==> src/rtl/uart_rb_pkg.sv <==
`timescale 1ns / 1ps
// ----------------------------------------------------------------------------
// uart_rb_pkg
// Shared constants, codes and beat/handshake types of the UART ring buffers.
// ----------------------------------------------------------------------------
package uart_rb_pkg;

    // ring storage and burst size
    localparam int TX_DEPTH   = 256;
    localparam int RX_DEPTH   = 512;
    localparam int FIFO_BURST = 16;

    localparam int TX_PTR_W   = $clog2(TX_DEPTH);
    localparam int RX_PTR_W   = $clog2(RX_DEPTH);
    localparam int TX_SIZE_W  = 9;
    localparam int RX_SIZE_W  = 10;
    localparam int BURST_W    = $clog2(FIFO_BURST + 1);
    localparam int CFG_IDX_W  = 2;
    localparam int CFG_DATA_W = 10;

    localparam logic [TX_SIZE_W-1:0] TX_SIZE_RESET = TX_SIZE_W'(TX_DEPTH);
    localparam logic [RX_SIZE_W-1:0] RX_SIZE_RESET = RX_SIZE_W'(RX_DEPTH);

    // action codes
    localparam logic [2:0] ACT_WRITE   = 3'd0;
    localparam logic [2:0] ACT_READ    = 3'd1;
    localparam logic [2:0] ACT_RECV    = 3'd2;
    localparam logic [2:0] ACT_BREAK   = 3'd3;
    localparam logic [2:0] ACT_TXEMPTY = 3'd4;

    // result kinds
    localparam logic [1:0] KIND_STATUS = 2'd0;
    localparam logic [1:0] KIND_LINE   = 2'd1;
    localparam logic [1:0] KIND_HOST   = 2'd2;

    // event bits
    localparam logic [1:0] EV_NONE = 2'b00;
    localparam logic [1:0] EV_RX   = 2'b01;
    localparam logic [1:0] EV_TX   = 2'b10;

    // configuration register indexes
    localparam logic [CFG_IDX_W-1:0] REG_TX_SIZE = 2'd0;
    localparam logic [CFG_IDX_W-1:0] REG_RX_SIZE = 2'd1;

    typedef struct packed {
        logic [2:0] action;
        logic [7:0] data_in;
        logic       tx_idle;
    } t_in;

    typedef struct packed {
        logic [1:0] kind;
        logic [7:0] data_out;
        logic       accepted;
        logic       rx_nonempty;
        logic [1:0] event_bits;
        logic       tx_irq_on;
        logic       last;
    } t_out;

    // controller -> datapath
    typedef struct packed {
        logic       load;
        logic       tx_push;
        logic       tx_pop;
        logic       rx_push;
        logic       rx_pop;
        logic       irq_set;
        logic       irq_clr;
        logic       emit;
        logic [1:0] emit_kind;
        logic       emit_acc;
        logic [1:0] emit_ev;
        logic       emit_last;
    } t_cmd;

    // datapath -> controller
    typedef struct packed {
        logic [2:0] action;
        logic       tx_idle;
        logic       tx_full;
        logic       tx_empty;
        logic       rx_empty;
    } t_stat;

endpackage

==> src/rtl/uart_rb_ctrl.sv <==
`timescale 1ns / 1ps
// ----------------------------------------------------------------------------
// uart_rb_ctrl
// Sequencer: decodes one item, steps ring updates, drains and result beats.
// ----------------------------------------------------------------------------
module uart_rb_ctrl (
    input  logic                i_clk,
    input  logic                i_rst_n,
    input  logic                start,
    output logic                busy,
    input  uart_rb_pkg::t_stat  i_stat,
    output uart_rb_pkg::t_cmd   o_cmd
);
    import uart_rb_pkg::*;

    typedef enum logic [4:0] {
        S_IDLE      = 5'b00001,
        S_EXEC      = 5'b00010,
        S_RESP      = 5'b00100,
        S_DRAIN_RD  = 5'b01000,
        S_DRAIN_OUT = 5'b10000
    } t_state;

    t_state             r_state, n_state;
    logic               r_acc, n_acc;
    logic [1:0]         r_ev, n_ev;
    logic               r_rd_ok, n_rd_ok;
    logic [BURST_W-1:0] r_cnt, n_cnt;
    logic               drain_last;

    // last byte of a drain: burst used up or ring ran dry
    assign drain_last = (r_cnt == BURST_W'(FIFO_BURST)) || i_stat.tx_empty;

    // next state and commands
    always_comb begin
        n_state = r_state;
        n_acc   = r_acc;
        n_ev    = r_ev;
        n_rd_ok = r_rd_ok;
        n_cnt   = r_cnt;
        o_cmd   = '0;
        unique case (r_state)
            S_IDLE: begin
                if (start) begin
                    o_cmd.load = 1'b1;
                    n_state    = S_EXEC;
                end
            end
            S_EXEC: begin
                n_acc   = 1'b0;
                n_ev    = EV_NONE;
                n_rd_ok = 1'b0;
                n_cnt   = '0;
                n_state = S_RESP;
                unique case (i_stat.action)
                    ACT_WRITE: begin
                        if (!i_stat.tx_full) begin
                            o_cmd.tx_push = 1'b1;
                            n_acc         = 1'b1;
                            n_ev          = EV_TX;
                            if (i_stat.tx_idle) begin
                                o_cmd.irq_set = 1'b1;
                                n_state       = S_DRAIN_RD;
                            end
                        end
                    end
                    ACT_READ: begin
                        if (!i_stat.rx_empty) begin
                            o_cmd.rx_pop = 1'b1;
                            n_acc        = 1'b1;
                            n_rd_ok      = 1'b1;
                        end
                    end
                    ACT_RECV: begin
                        o_cmd.rx_push = 1'b1;
                        n_ev          = EV_RX;
                    end
                    ACT_BREAK: begin
                        n_ev = EV_RX;
                    end
                    ACT_TXEMPTY: begin
                        n_ev = EV_TX;
                        if (i_stat.tx_empty) begin
                            o_cmd.irq_clr = 1'b1;
                        end else begin
                            n_state = S_DRAIN_RD;
                        end
                    end
                    default: ;
                endcase
            end
            S_RESP: begin
                // ring state is already updated here
                o_cmd.emit      = 1'b1;
                o_cmd.emit_kind = r_rd_ok ? KIND_HOST : KIND_STATUS;
                o_cmd.emit_acc  = r_acc;
                o_cmd.emit_ev   = {r_ev[1], r_ev[0] | (r_rd_ok & ~i_stat.rx_empty)};
                o_cmd.emit_last = 1'b1;
                n_state         = S_IDLE;
            end
            S_DRAIN_RD: begin
                o_cmd.tx_pop = 1'b1;
                n_cnt        = r_cnt + 1'b1;
                n_state      = S_DRAIN_OUT;
            end
            S_DRAIN_OUT: begin
                o_cmd.emit      = 1'b1;
                o_cmd.emit_kind = KIND_LINE;
                o_cmd.emit_acc  = r_acc;
                o_cmd.emit_ev   = r_ev;
                o_cmd.emit_last = drain_last;
                n_state         = drain_last ? S_IDLE : S_DRAIN_RD;
            end
            default: begin
                n_state = S_IDLE;
            end
        endcase
    end

    // state registers
    always_ff @(posedge i_clk) begin
        if (!i_rst_n) begin
            r_state <= S_IDLE;
            r_acc   <= 1'b0;
            r_ev    <= EV_NONE;
            r_rd_ok <= 1'b0;
            r_cnt   <= '0;
        end else begin
            r_state <= n_state;
            r_acc   <= n_acc;
            r_ev    <= n_ev;
            r_rd_ok <= n_rd_ok;
            r_cnt   <= n_cnt;
        end
    end

    assign busy = (r_state != S_IDLE);

endmodule

==> config.mk <==
export PLATFORM = sky130hd
export DESIGN_NAME = uart_rb_ctrl
export DESIGN_NICKNAME = d
export VERILOG_FILES = /design/src/rtl/uart_rb_pkg.sv /design/src/rtl/uart_rb_ctrl.sv
export SDC_FILE = /design/constraint.sdc
export NUM_CORES = 1
export LEC_CHECK = 0
export BUFFER_PORTS_ARGS = -buffer_cell sky130_fd_sc_hd__clkbuf_2
export CORE_MARGIN = 3
export CORE_UTILIZATION = 50
export CTS_CLUSTER_SIZE = 30
export DETAILED_ROUTE_END_ITERATION = 10
export HOLD_SLACK_MARGIN = 0.03
export PLACE_DENSITY = 0.77
export SETUP_SLACK_MARGIN = 0.1
export SLEW_MARGIN = 20
export SYNTH_ARGS = -nofsm -noshare
export SYNTH_HDL_FRONTEND = slang
export SYNTH_SLANG_ARGS = --single-unit
==> constraint.sdc <==
create_clock -name i_clk -period 4.7 [get_ports i_clk]
set_clock_uncertainty 0.15 [all_clocks]
set_input_delay 0.47 -clock i_clk [delete_from_list [all_inputs] [get_ports i_clk]]
set_output_delay 0.47 -clock i_clk [all_outputs]
set_load 0.03 [all_outputs]
==> summary.md <==
| Metric | Value |
|---|---|
| Status | `finished, final reports clean` |
| Diodes inserted | `0` |
| Max cap viols | `0` |
| Clock sinks | `14` |
| Crit path cell chain | `or3_1 -> or3_1 -> nor4b_1 -> clkbuf_2` |
| NetSw | `a little over 0.00007 W` |
| Top cell family by delay on the critical path | `simple AND/OR/NAND/NOR gates` |
| IO Pins | `25` |
| Yosys top cell area share | `a little under a third` |
| Number of setup buffers added after CTS | `0` |
| Htree depth | `1` |
| Area of the mapped netlist | `between 800 and 900 um^2` |
| Post-synth cell types | `41` |
| NumNets Final | `about 140` |
| Post-DR vias/cell | `around 6` |
| Hold Crit Class | `input port to flop` |
| Core area | `1580 um^2` |
| Slowest stage cell, crit path | `or3_1` |
| Hold WS | `about 0.28 ns` |
| Register area share after synthesis | `31.8%` |
| Clock share of power | `36.0%` |
| Comb pwr share | `roughly 15%` |
| Initial core utilization | `between 50% and 60%` |
| Max_slew headroom | `around 44%` |
| Clk Latency, worst-skew pair | `0.29 ns` |
| Max FO, Critical Path | `7` |
| RSZ-0062 raised after global routing | `false` |
| Max IR drop VDD | `between 0.0002 and 0.00025 V` |
| Slew Limit Fails | `0` |
| Chip width | `48 um` |
| CTS root buf | `clkbuf_4` |
| Fmax | `between 300 and 400 MHz` |
| Fillers | `138` |
| Residual DRC count | `0` |
| Lkg Pwr | `approximately 0.44 nW` |
| Cts repair resizes | `0` |
| Pin count of the biggest net entering global routing | `11` |
| Period utilization | `between 50 and 60%` |
| Syn_area_per_cell | `approximately 8.3 um^2` |
| Commonest cells after routing, fill and taps aside | `clkbuf_2 (24), dfxtp_1 (14), inv_1 (13), nor2_1 (6), o21ai_0 (6)` |
| Total gr overflow | `0` |
| Post-DR wirelength/cell | `~14 um` |
| Mapped Nets | `roughly 120` |
| Layout overhead on the synthesized area | `17.6%` |
| Multi-input logic area | `~530 um^2` |
| First-pass GRT wire length | `~3.0 mm` |
| Placed Area | `approximately 1000 um^2` |
| Detail Placement HPWL | `about 1.6 mm` |
| DRT antenna net count | `0` |
| Critical Path Max Stage Delay | `about 0.45 ns` |
| Initial antenna violation count | `0` |
| Pint | `around 0.00018 W` |
| CTS tree | `done` |
| Worst Setup Start Kind | `flop` |
| Reg power frac | `approximately half` |
| Critical path arrival | `~2.1 ns` |
| CTS buffer count | `3` |
| Async SR Flop Fraction | `0%` |
| Kind of end point of the critical path | `output pin` |
| Die height | `~48 um` |
| Sw frac | `28.4%` |
| Iter 0 DRT Violations | `21` |
| Most common cell after layout, fill and taps aside | `clkbuf_2` |
| Main synth FF type | `dfxtp_1` |
| CP Buf/Inv Count | `1` |
| Longest Clk Path Bufs | `2` |
| Via count | `around 870` |
| Storage cell area | `around 280 um^2` |
| Post-route minimum period | `~2.7 ns` |
| Crit path required time | `4.08 ns` |
| DIE AREA | `2300 um^2` |
| TritonRoute pass-1 iters | `4` |
| Power per cell area | `approximately 240 nW/um^2` |
| Routed WL | `around 2.0 mm` |
| # rows | `14` |
| Vias in the first global route | `687` |
| RD Place Congestion | `0.821` |
| Syn. warnings | `0` |
| PortBufs | `24` |
| Most used cell, CP | `or3_1` |
| Yosys top cell by area | `dfxtp_1` |
| Worst Tran Pin Value | `roughly 0.83 ns` |
| Final Hold Viols | `0` |
| Final Setup Violations | `0` |
| Post-synth EDFFs | `0` |
| Top cells by area, synth | `dfxtp_1 (32%), inv_1 (5.5%), nor2b_1 (3.5%), o21ai_0 (3.4%), o2111ai_1 (3.0%)` |
| GRT Overall Usage | `between 10% and 20%` |
| Post-Layout Inst Area | `roughly 1000 um^2` |
| Cells after Synth | `106` |
| Sum Neg Setup Slack | `0 ns` |
| Layout cell share with drive strength beyond 1 | `a little under a quarter` |
| Critical path class | `flop to output pin` |
| #FFs+latches synth | `14` |
| Hold-fix buffers at CTS | `0` |
| CTS clock-pin slew for the worst setup and hold paths | `roughly 0.090 ns` |
## path summary, 6_finish.rpt
path                   start         end  slack, ns  cells after the start
setup / recovery  r_state[4]    o_cmd[9]       2.00                      4
setup reg to reg  r_state[3]  r_state[3]       2.79                      3
hold / removal         start  r_state[1]       0.28                      3
hold reg to reg        r_acc       r_acc       0.34                      2
## tightest hold or removal path: stages
cell,delay [ns]
clkbuf_2,0.08
inv_1,0.08
nor3_1,0.06
## logic make-up (layout without fill, tap and decap cells)
logic type      count (synthesis)  after routing  share of synthesized area [%]
compound gates                 26             26                           21.7
xor+xnor                        2              2                           1.99
mux                             2              2                           2.27
buf+inv                        16             41                           7.94
simple gates                   44             44                           31.5
flops                          14             14                           31.8
fa+ha+maj                       2              2                           2.84
## through the flow
step | setup slack [ns] | power, W | utilization [%] | cells
CTS | 2.02 | 0.000253 | 65.8 | 147
global placement | 2.36 | 0.000164 | 63.5 | 143
detailed placement | 2.35 | 0.000164 | 63.5 | 143
global route | 1.91 | 0.000264 | 65.8 | 147
finish | 2.00 | 0.000253 | 65.8 | 147
floorplan | 1.85 | 0.000152 | - | 106
## cell type report
class	count	share of cell area (%)
multi-input cells	76	51.3
clock buffers	4	3.50
repair buffers	24	11.6
well taps	16	1.93
flip-flops and latches	14	27.0
inverters	13	4.70
## per-layer routing
layer  share of wire, %  global-route usage, %
met1                 52                   29.5
met2                 41                   25.1
met3                5.3                   4.51
met4                1.5                   8.06
met5                  0                      0
## cell usage after synthesis (2+ instances only)
| cell | instances |
|---|---|
| a21oi_1 | 3 |
| o2111ai_1 | 3 |
| or3_1 | 3 |
| o22ai_1 | 2 |
| buf_2 | 2 |
| o21ai_0 | 6 |
| a21boi_0 | 2 |
| and4b_1 | 2 |
| nand2b_1 | 3 |
| xnor2_1 | 2 |
| nor2b_1 | 5 |
| nand2_1 | 2 |
| and2_1 | 3 |
| ha_1 | 2 |
| nor4_1 | 3 |
| nor3_1 | 3 |
| mux2i_1 | 2 |
| nand4_1 | 2 |
| nand3_1 | 3 |
| nor3b_1 | 2 |
| nor2_1 | 6 |
| inv_1 | 13 |
| dfxtp_1 | 14 |
## registers in the layout (all words and copies together), names as in the netlist
signal,cells
r_cnt,5
r_state,5
r_ev,2
r_acc,1
r_rd_ok,1
## power by group through the flow
stage / clock, W / combinational, W / sequential (W)
after floorplan: 0 / 0.0000260 / 0.000126
after global placement: 0 / 0.0000374 / 0.000127
after detailed placement: 0 / 0.0000373 / 0.000127
after CTS: 0.0000917 / 0.0000376 / 0.000124
after global routing: 0.0000983 / 0.0000408 / 0.000125
final: 0.0000910 / 0.0000380 / 0.000124
(Power assumes the default switching activity.)
